===== src/hdl/tlru_pkg.sv =====
// Shared types and constants for the true LRU way selector.
// Stream payload layout and item opcodes; no dependencies.
package tlru_pkg;

    // Field widths of one transaction
    localparam int SET_W    = 6;
    localparam int WAY_W    = 2;
    localparam int VICTIM_W = 2;

    // Stream bus widths (payload padded to whole bytes)
    localparam int S_TDATA_W = 8;
    localparam int S_TUSER_W = 1;
    localparam int M_TDATA_W = 8;
    localparam int M_TUSER_W = 1;

    // Item kinds carried on the slave-side tuser
    typedef enum logic [0:0] {
        OP_TOUCH = 1'b0,
        OP_QUERY = 1'b1
    } t_opcode;

endpackage


===== src/hdl/true_lru_way_selector_core.sv =====
// Top level of the true LRU way selector.
// Uses tlru_pkg, tlru_ram (recency rows) and tlru_row_update (stack update).
//
// Usage:
//   Slave channel: tdata = set_index[5:0], way[7:6]; tuser[0] = opcode
//   (touch or query). Master channel: tdata = victim_way[1:0] (zero padded);
//   tuser[0] = range_error. Every transaction in gives exactly one out, in order.
//   Accepted transactions pass the update stage registers, then the output
//   register. Throughput: one transaction per cycle while the master side
//   does not stall. Each item reads its set's row from the single-read-port
//   RAM in the accept cycle; the stage after it updates the row, writes it
//   back and loads the output register. An item of the same set accepted
//   with that write takes the updated row from a bypass register, not the RAM.
//   Reset: a per-set valid flag is cleared, so every set reads as position j
//   holding way j until first written; no clearing pass, items are taken as
//   soon as reset is released.
//   Stall: while the master side holds tready low the output register keeps
//   its transaction, one more item waits in the update stage, and tready on
//   the slave side then drops until the output register drains.
module true_lru_way_selector_core #(
    parameter int WAYS = 4,
    parameter int SETS = 64
) (
    input  logic                           i_clk,
    input  logic                           i_rst_n,
    // Slave side
    input  logic                           i_s_tvalid,
    output logic                           o_s_tready,
    input  logic [tlru_pkg::S_TDATA_W-1:0] i_s_tdata,  // set_index[5:0], way[7:6]
    input  logic [tlru_pkg::S_TUSER_W-1:0] i_s_tuser,  // opcode[0]
    // Master side
    output logic                           o_m_tvalid,
    input  logic                           i_m_tready,
    output logic [tlru_pkg::M_TDATA_W-1:0] o_m_tdata,  // victim_way[1:0], zeros above
    output logic [tlru_pkg::M_TUSER_W-1:0] o_m_tuser   // range_error[0]
);

    import tlru_pkg::*;

    localparam int WW      = $clog2(WAYS);
    localparam int RW      = WAYS * WW;
    localparam int MAX_SET = 1 << SET_W;
    localparam int DEPTH   = (SETS < MAX_SET) ? SETS : MAX_SET;
    localparam int AW      = (DEPTH > 1) ? $clog2(DEPTH) : 1;

    // Input unpacking
    logic [SET_W-1:0] in_set;
    logic [WAY_W-1:0] in_way;
    t_opcode          in_op;
    logic [AW-1:0]    in_addr;

    // Update stage registers
    logic             r_s1_vld;
    t_opcode          r_op;
    logic [SET_W-1:0] r_set;
    logic [WAY_W-1:0] r_way;
    logic             r_byp;
    logic [RW-1:0]    r_byp_row;
    logic [DEPTH-1:0] r_row_vld;
    logic [DEPTH-1:0] n_row_vld;

    // Output register
    logic                r_o_vld;
    logic [VICTIM_W-1:0] r_victim;
    logic                r_err;

    // Stage logic
    logic                s_accept;
    logic                s1_fire;
    logic                out_free;
    logic [AW-1:0]       r_addr;
    logic [RW-1:0]       ram_rdata;
    logic [RW-1:0]       rst_row;
    logic [RW-1:0]       cur_row;
    logic [RW-1:0]       upd_row;
    logic [RW-1:0]       new_row;
    logic                set_ok;
    logic                way_ok;
    logic                is_touch;
    logic                do_write;
    logic                ram_we;
    logic [VICTIM_W-1:0] victim;
    logic                err;
    logic [WAYS-1:0]     way_seen;

    assign in_set  = i_s_tdata[SET_W-1:0];
    assign in_way  = i_s_tdata[SET_W +: WAY_W];
    assign in_op   = t_opcode'(i_s_tuser[0]);
    assign in_addr = AW'(in_set);
    assign r_addr  = AW'(r_set);

    // Handshake: stage 1 moves when the output register is free
    assign out_free   = !r_o_vld || i_m_tready;
    assign s1_fire    = r_s1_vld && out_free;
    assign o_s_tready = !r_s1_vld || s1_fire;
    assign s_accept   = i_s_tvalid && o_s_tready;

    // Row after reset: position j holds way j
    always_comb begin
        for (int p = 0; p < WAYS; p++) begin
            rst_row[p*WW +: WW] = WW'(p);
        end
    end

    // Select the current row: bypass, stored row, or the reset order
    always_comb begin
        if (r_byp) begin
            cur_row = r_byp_row;
        end else if (r_row_vld[r_addr]) begin
            cur_row = ram_rdata;
        end else begin
            cur_row = rst_row;
        end
    end

    tlru_row_update #(
        .WAYS (WAYS)
    ) u_row_update (
        .i_row (cur_row),
        .i_way (WW'(r_way)),
        .o_row (upd_row)
    );

    // Range checks and result
    assign set_ok   = int'(r_set) < SETS;
    assign way_ok   = int'(r_way) < WAYS;
    assign is_touch = (r_op == OP_TOUCH);
    assign do_write = set_ok && is_touch && way_ok;
    assign ram_we   = s1_fire && do_write;
    assign new_row  = do_write ? upd_row : cur_row;
    assign victim   = set_ok ? VICTIM_W'(new_row[(WAYS-1)*WW +: WW]) : '0;
    assign err      = !set_ok || (is_touch && !way_ok);

    // Mark a set's row valid once written
    always_comb begin
        n_row_vld = r_row_vld;
        if (ram_we) begin
            n_row_vld[r_addr] = 1'b1;
        end
    end

    tlru_ram #(
        .WIDTH (RW),
        .DEPTH (DEPTH)
    ) u_ram (
        .i_clk   (i_clk),
        .i_we    (ram_we),
        .i_waddr (r_addr),
        .i_wdata (upd_row),
        .i_re    (s_accept),
        .i_raddr (in_addr),
        .o_rdata (ram_rdata)
    );

    // Control state
    always_ff @(posedge i_clk) begin
        if (!i_rst_n) begin
            r_s1_vld  <= 1'b0;
            r_o_vld   <= 1'b0;
            r_byp     <= 1'b0;
            r_row_vld <= '0;
        end else begin
            r_row_vld <= n_row_vld;
            if (o_s_tready) begin
                r_s1_vld <= i_s_tvalid;
            end
            if (s_accept) begin
                r_byp <= ram_we && (in_addr == r_addr);
            end
            if (out_free) begin
                r_o_vld <= r_s1_vld;
            end
        end
    end

    // Payload: capture the transaction, bypass row and result
    always_ff @(posedge i_clk) begin
        if (s_accept) begin
            r_op      <= in_op;
            r_set     <= in_set;
            r_way     <= in_way;
            r_byp_row <= upd_row;
        end
        if (s1_fire) begin
            r_victim <= victim;
            r_err    <= err;
        end
    end

    assign o_m_tvalid = r_o_vld;
    assign o_m_tdata  = M_TDATA_W'(r_victim);
    assign o_m_tuser  = M_TUSER_W'(r_err);

    // Each way occurs in the row under update
    always_comb begin
        for (int k = 0; k < WAYS; k++) begin
            way_seen[k] = 1'b0;
            for (int p = 0; p < WAYS; p++) begin
                way_seen[k] = way_seen[k] | (cur_row[p*WW +: WW] == WW'(k));
            end
        end
    end

    // A row written at the accept edge of the same set must be bypassed
    a_bypass_same_set: assert property (@(posedge i_clk) disable iff (!i_rst_n)
        ($past(ram_we) && $past(s_accept) && $past(r_addr) == $past(in_addr)) |-> r_byp)
        else $error("same-set back-to-back touch missed the bypass");

    // The recency row stays a permutation of the ways
    a_row_perm: assert property (@(posedge i_clk) disable iff (!i_rst_n)
        (r_s1_vld && set_ok) |-> (&way_seen))
        else $error("recency row is not a permutation of the ways");

    // An out-of-range set reports victim zero with the error flag
    a_bad_set_result: assert property (@(posedge i_clk) disable iff (!i_rst_n)
        (s1_fire && !set_ok) |=> (r_err && r_victim == '0))
        else $error("out-of-range set gave a wrong result");

endmodule


===== src/hdl/tlru_ram.sv =====
// Generic single-write, single-read RAM with registered read data.
// Holds the per-set recency rows; no package dependencies.
module tlru_ram #(
    parameter int WIDTH = 8,
    parameter int DEPTH = 64,
    localparam int AW = (DEPTH > 1) ? $clog2(DEPTH) : 1
) (
    input  logic             i_clk,
    input  logic             i_we,
    input  logic [AW-1:0]    i_waddr,
    input  logic [WIDTH-1:0] i_wdata,
    input  logic             i_re,
    input  logic [AW-1:0]    i_raddr,
    output logic [WIDTH-1:0] o_rdata
);

    logic [WIDTH-1:0] r_mem [DEPTH];
    logic [WIDTH-1:0] r_rdata;

    // Write port
    always_ff @(posedge i_clk) begin
        if (i_we) begin
            r_mem[i_waddr] <= i_wdata;
        end
    end

    // Registered read port, holds while no read is issued
    always_ff @(posedge i_clk) begin
        if (i_re) begin
            r_rdata <= r_mem[i_raddr];
        end
    end

    assign o_rdata = r_rdata;

endmodule


===== src/hdl/tlru_row_update.sv =====
// Recency row update: move the touched way to the front of one set's stack.
// Pure combinational; no package dependencies.
module tlru_row_update #(
    parameter int WAYS = 4,
    localparam int WW = $clog2(WAYS),
    localparam int RW = WAYS * WW
) (
    input  logic [RW-1:0] i_row,
    input  logic [WW-1:0] i_way,
    output logic [RW-1:0] o_row
);

    logic [WAYS-1:0] hit_before;

    // Flag positions that lie behind the touched way's old slot
    always_comb begin
        hit_before[0] = 1'b0;
        for (int p = 1; p < WAYS; p++) begin
            hit_before[p] = hit_before[p-1] | (i_row[(p-1)*WW +: WW] == i_way);
        end
    end

    // Put the way in front, shift the entries ahead of its old slot back by one
    always_comb begin
        o_row[0 +: WW] = i_way;
        for (int p = 1; p < WAYS; p++) begin
            o_row[p*WW +: WW] = hit_before[p] ? i_row[p*WW +: WW]
                                              : i_row[(p-1)*WW +: WW];
        end
    end

endmodule


===== config.mk =====
export PLATFORM = sky130hd
export DESIGN_NAME = true_lru_way_selector_core
export DESIGN_NICKNAME = d
export VERILOG_FILES = /design/src/hdl/tlru_pkg.sv /design/src/hdl/true_lru_way_selector_core.sv /design/src/hdl/tlru_ram.sv /design/src/hdl/tlru_row_update.sv
export SDC_FILE = /design/constraint.sdc
export NUM_CORES = 1
export LEC_CHECK = 0
export BUFFER_PORTS_ARGS = -buffer_cell sky130_fd_sc_hd__clkbuf_2
export CORE_UTILIZATION = 35
export CTS_CLUSTER_DIAMETER = 120
export CTS_CLUSTER_SIZE = 8
export DETAILED_ROUTE_END_ITERATION = 10
export PLACE_DENSITY = 0.55
export SLEW_MARGIN = 10
export SYNTH_ARGS = -nofsm -noshare
export SYNTH_HDL_FRONTEND = slang
export SYNTH_SLANG_ARGS = --single-unit

===== constraint.sdc =====
create_clock -name i_clk -period 5.8 [get_ports i_clk]
set_input_delay 0.29 -clock i_clk [delete_from_list [all_inputs] [get_ports i_clk]]
set_output_delay 0.29 -clock i_clk [all_outputs]
set_load 0.05 [all_outputs]

* After elaboration in Yosys (flattened, before gate mapping)
Memory sizes are Yosys's and may differ from the RTL's. A register that Yosys moved wholly into a read port is not among the register bits.
Cells that the tools add are included.
Widths: inputs -> output; s select.
** Storage, ports and cells
- Register bits after elaboration :: 86
- Bits in writable memories :: 512
- Output and inout port bits :: 11
- Memories kept :: 1
** Memories
- u_ram.r_mem :: depth 64, width 8, read ports 1, clocked after Yosys merged registers in 1, wr ports 1, RTL line tlru_ram.sv:17 : logic [WIDTH-1:0] r_mem [DEPTH];
** Operators by class
- $lt $le $gt $ge :: 2
- Equal/unequal tests :: 4
- Multiplexer cells :: 12
- Bitwise operators :: 4
- Reduce and logical (&&, ||, !) cells :: 9
** Operator list (count)
- $or 64x64->64 :: 1
- $mux 8 :: 3
- $lt 6x7->1 const B :: 1
- $bmux 1 s6 :: 1
- $demux 1 s6 :: 1
- $eq 2x2->1 :: 3
- $eq 6x6->1 :: 1
- $ge 6x1->1 const B :: 1
- $mux 2 :: 3
- $logic_and 1x1->1 :: 5
- $mux 1 :: 4
- $logic_not 1->1 :: 2
- $logic_or 1x1->1 :: 2
- $or 1x1->1 :: 2
- $not 1->1 :: 1

* Longest topological paths before layout
- Depth after elaboration :: 9
- Gate-level depth with buffers :: 12
- Depth with buffers taken out :: 9

* Hierarchy
From an unflattened synthesis, not the netlist that was laid out.
** Second synthesis, totals
- Cell total of the unflattened synthesis :: 1370
- Area, all modules :: 24343.3 sq um
** By module, submodules not included
- tlru_ram :: times used 1, cells each 940, area each 20246.9 sq um, seq. area each 15615.0 sq um
- true_lru_way_selector_core :: times used 1, cells each 392, area each 3793.6 sq um, seq. area each 1911.8 sq um
- tlru_row_update :: times used 1, cells each 38, area each 302.8 sq um, seq. area each 0.0 sq um

* Least setup slack after synthesis
OpenSTA, ideal clock, no wires.
- Kind :: reg-to-reg
- Start :: register r_set[0], in the netlist r_addr[0]
- End :: register r_byp_row[6] (data pin)
- Library setup time :: 568 ps
- Data arrival time :: 4500 ps
- Required time :: 5232 ps
- Slack :: 732 ps
- Cell stages (with the launch flop) :: 12
- Cell sequence :: edfxtp_1 -> buf_6 -> nor2b_4 -> buf_6 -> a221oi_2 -> nor3_1 -> or4b_4 -> or2_4 -> a221oi_4 -> o221ai_4 -> o211ai_1 -> mux2i_1
** Between the ends
- Word-level cells in the longest chain between the ends :: 8
- Elaborated cells on any way between the ends :: 10
- Those cells by class :: 3 x eq/ne; 5 x mux; 2 x bitwise
** RTL lines
- start: declaration :: RTL line true_lru_way_selector_core.sv:55 : logic [SET_W-1:0] r_set;
- start signal: assignment :: RTL line true_lru_way_selector_core.sv:180 : r_set <= in_set;
- $bmux 1 s6 (*) :: RTL line true_lru_way_selector_core.sv:109 : end else if (r_row_vld[r_addr]) begin
- $mux 1 (not written as such) (*) :: RTL line true_lru_way_selector_core.sv:109
- $mux 8 (*) :: RTL line true_lru_way_selector_core.sv:109
- $mux 8 (*) :: RTL line true_lru_way_selector_core.sv:107 : if (r_byp) begin
- $eq 2x2->1 :: RTL line tlru_row_update.sv:19 : hit_before[p] = hit_before[p-1] | (i_row[(p-1)*WW +: WW] == i_way);
- $or 1x1->1 (2 in series) :: RTL line tlru_row_update.sv:19
- $mux 2 (*) :: RTL line tlru_row_update.sv:27 : o_row[p*WW +: WW] = hit_before[p] ? i_row[p*WW +: WW]
- named net u_ram.i_wdata[6] :: RTL line tlru_ram.sv:11 : input logic [WIDTH-1:0] i_wdata,
- end signal: assignment :: RTL line true_lru_way_selector_core.sv:182 : r_byp_row <= upd_row;
- end: declaration :: RTL line true_lru_way_selector_core.sv:58 : logic [RW-1:0] r_byp_row;
Mark *: on every way through the listed nets, which the timed path passes. The rest lies on a longest branch. The select of a mux whose other input is x is not followed.
A chain may end at the register's enable or synchronous reset.

* Worst setup path in the final report
- Start :: register r_set[2], in the netlist r_addr[2]
- End :: memory u_ram.r_mem[6][7] (data pin)
** Between the ends
- Word-level cells in the longest chain between the ends :: 8
- Elaborated cells on any way between the ends :: 10
- Those cells by class :: 3 x eq/ne; 5 x mux; 2 x bitwise
** RTL lines (RTL line)
- $bmux 1 s6 (*) :: true_lru_way_selector_core.sv:109
- $mux 1 (not written as such) (*) :: true_lru_way_selector_core.sv:109
- $mux 8 (*) :: true_lru_way_selector_core.sv:109
- $mux 8 (*) :: true_lru_way_selector_core.sv:107
- $eq 2x2->1 :: tlru_row_update.sv:19
- $or 1x1->1 (2 in series) :: tlru_row_update.sv:19
- $mux 2 (*) :: tlru_row_update.sv:27
- named net u_ram.i_wdata[7] :: tlru_ram.sv:11
- end: declaration :: tlru_ram.sv:17
Marks and branches as above.

==> results.json <==
{
  "fillers": 5923,
  "num_io_pins": 24,
  "peakVddDrop_mv": 0.219,
  "grtUsageTotal": 0.169,
  "numCtsBuffers": 85,
  "grt_use_met1": 0.239,
  "timing.final.crit_share": 0.879,
  "drtIter0Drc": 1134,
  "place_congestion": 0.858,
  "worst_slack_ns": 0.699,
  "grtUsageMet3": 0.0318,
  "synthCells": 1158,
  "area_growth_syn_to_layout_pct": 16.3,
  "hold_path_class": "input pin to flop",
  "yosysMostFrequentCell": "edfxtp_1",
  "clk_latency_ns": 0.61,
  "totalWireLength_um": 57600,
  "post-dp-hpwl_um": 33900,
  "leakage_nw": 8.77,
  "synth_area_mm2": 0.0238,
  "rsz0062_at_grt": "no",
  "yosysTopAreaCellShare": 0.679,
  "drive_gt1_frac": 0.279,
  "num_rows": 95,
  "start_util": 0.354,
  "tns_ns": 0,
  "fp.dieArea_mm2": 0.0691,
  "htree_num_levels": 3,
  "slew-limit-headroom": 0.196,
  "clk_pin_slew_ns": 0.05,
  "cp_data_arrival_time_ns": 5.49,
  "yosys-top-cells-area": "edfxtp_1 (68%), mux4_2 (16%), dfxtp_1 (5.6%)",
  "criticalPathCategory": "flop to flop",
  "fin_nets": 1273,
  "ys_seq_area_frac": 0.736,
  "drc": 0,
  "synthArstFlopShare": 0,
  "max_slew.worst_pin.slew_ns": 1.20,
  "cp_max_fo": 34,
  "num_vias": 11558,
  "clock_sinks": 606,
  "drtPass1Iterations": 5,
  "setup.worst_path.start": "r_addr[2]",
  "maxCapViolCount": 0,
  "synth.largest_area_cell": "edfxtp_1",
  "p_total_mw": 10.2,
  "grt_max_degree": 75,
  "finalHoldViolCount": 0,
  "reg2reg_from": "r_addr[2]",
  "cts_root_buffer": "clkbuf_16",
  "wire_per_inst_um": 26.2,
  "place_ws_ns": 0.733,
  "cts_setup_buffers": 0,
  "powerDensity_mw_per_mm2": 367,
  "antenna_found_initial": 1,
  "die_h_um": 263,
  "synth_cell_type_count": 67,
  "grt_pass1_vias": 12154,
  "core_mm2": 0.0673,
  "cp-end-kind": "flop",
  "clk_path_buf_depth": 3,
  "max_freq_mhz": 196,
  "synth_edf_count": 539,
  "ys_warn_count": 0,
  "grt_overflow": 0,
  "grt_busiest_layer": "met2",
  "skew_ns": 0.0183,
  "final_core_util": 0.412,
  "drv_slew": 0,
  "synth-main-ff-cell": "edfxtp_1",
  "finalCriticalPeriod_ns": 5.10,
  "synthTopCellsByCount": "edfxtp_1 (539), mux4_2 (168), nor2_1 (73)",
  "cp.required_ns": 6.19,
  "port_buffers": 16,
  "met2_usage": 0.270,
  "cts_tree": "yes",
  "synth_area_per_cell_um2": 20.6,
  "ys_ff_latch": 606,
  "finalSetupViolCount": 0,
  "fp.dieW_um": 263,
  "drtAntennaViolNets": 0,
  "antennaDiodeCount": 0,
  "multi_input_area_mm2": 0.00595,
  "hold_start": "i_m_tready",
  "avgViaCountPerCell": 5.25,
  "startpoint_type": "flop",
  "outcome": "completed",
  "cts_resized": 0,
  "grt_pass1_wl_um": 84600,
  "seq_area_mm2": 0.0175
}
[per-stage QoR]
step                      instance area, um2  hold slack (ns)  instances
after global routing                   27700           0.0518       2201
after global placement                 25200            0.449       2042
after floorplan                        23800            0.389       1164
after detailed placement               25200            0.455       2042
after CTS                              27700          0.00753       2201
final                                  27700           0.0317       2201
[where the power goes]
| group | switching, mW | internal [mW] |
|---|---|---|
| sequential | 0.0231 | 4.92 |
| clock | 1.76 | 2.85 |
| combinational | 0.409 | 0.213 |
[worst max-delay path, cell delays in order, from the launching register on]
cell,delay [ns]
edfxtp_1,0.97
inv_1,0.38
a221oi_1,0.29
nor3_1,0.08
or3_4,0.44
nor4_4,0.56
a2bb2oi_2,0.15
o221ai_4,0.36
o211ai_1,0.34
mux2i_4,0.81
buf_4,0.46
[cell type report]
cell class	instances	area share
Tap cell	873	0.0394
Multi-Input combinational cell	479	0.215
Sequential cell	606	0.633
Clock buffer	155	0.0897
Timing Repair Buffer	79	0.0221
Inverter	9	0.00122
[worst paths after layout]
kind | cells after the start | end | slack (ns)
setup / recovery | 10 | u_ram.r_mem[6][7] | 0.70
hold reg to reg | 1 | r_row_vld[32] | 0.47
setup reg to reg | 10 | u_ram.r_mem[6][7] | 0.70
hold / removal | 3 | o_m_tvalid | 0.03
[cell families (layout without fill, tap and decap cells)]
group           after synthesis  in the layout  synth area share
compound gates              129            129            0.0429
flops                       606            606             0.736
buf+inv                      79            243            0.0182
mux                         197            197             0.172
xor+xnor                      6              6           0.00221
simple gates                140            140            0.0291
other cells                   1              7          0.000157
[sequential cells by signal (all words and copies together) (netlist names), 2 cells and up]
| name | count |
|---|---|
| u_ram.r_mem | 512 |
| r_row_vld | 64 |
| r_byp_row | 8 |
| u_ram.o_rdata | 8 |
| r_addr | 6 |
| r_victim | 2 |
| r_way | 2 |
[cells in the final DEF, fill, tap and decap left out, drive strengths merged, types with 2 or more instances in the layout]
cell type / n
a21oi: 13
o21a: 67
or3: 3
nand3: 9
dlygate4sd3: 4
a2bb2oi: 3
inv: 9
o31ai: 4
nand2b: 6
a22oi: 3
o21ai: 5
mux2: 7
nand2: 19
or2: 2
nor2: 74
clkbuf: 170
and3: 2
and2: 2
mux2i: 22
a22o: 2
o221ai: 2
dfxtp: 67
or4b: 3
conb: 7
a221o: 2
edfxtp: 539
o22ai: 4
a221oi: 14
buf: 60
nor2b: 7
nand3b: 3
mux4: 168
o22a: 4
xnor2: 6
nor3: 5
[layer usage]
metal  wire (um)  vias to the layer above
met5           0                        -
met4        1000                        0
met3        3030                       68
met2       27900                      308
met1       25600                     6176
li1            -                     5006
[what timing repair did]
action	CTS	global route
endpoints found under the hold margin	4	0
endpoints found under the setup margin	0	0
hold buffers	4	0
Note: power is estimated with default switching activity, not from simulation.
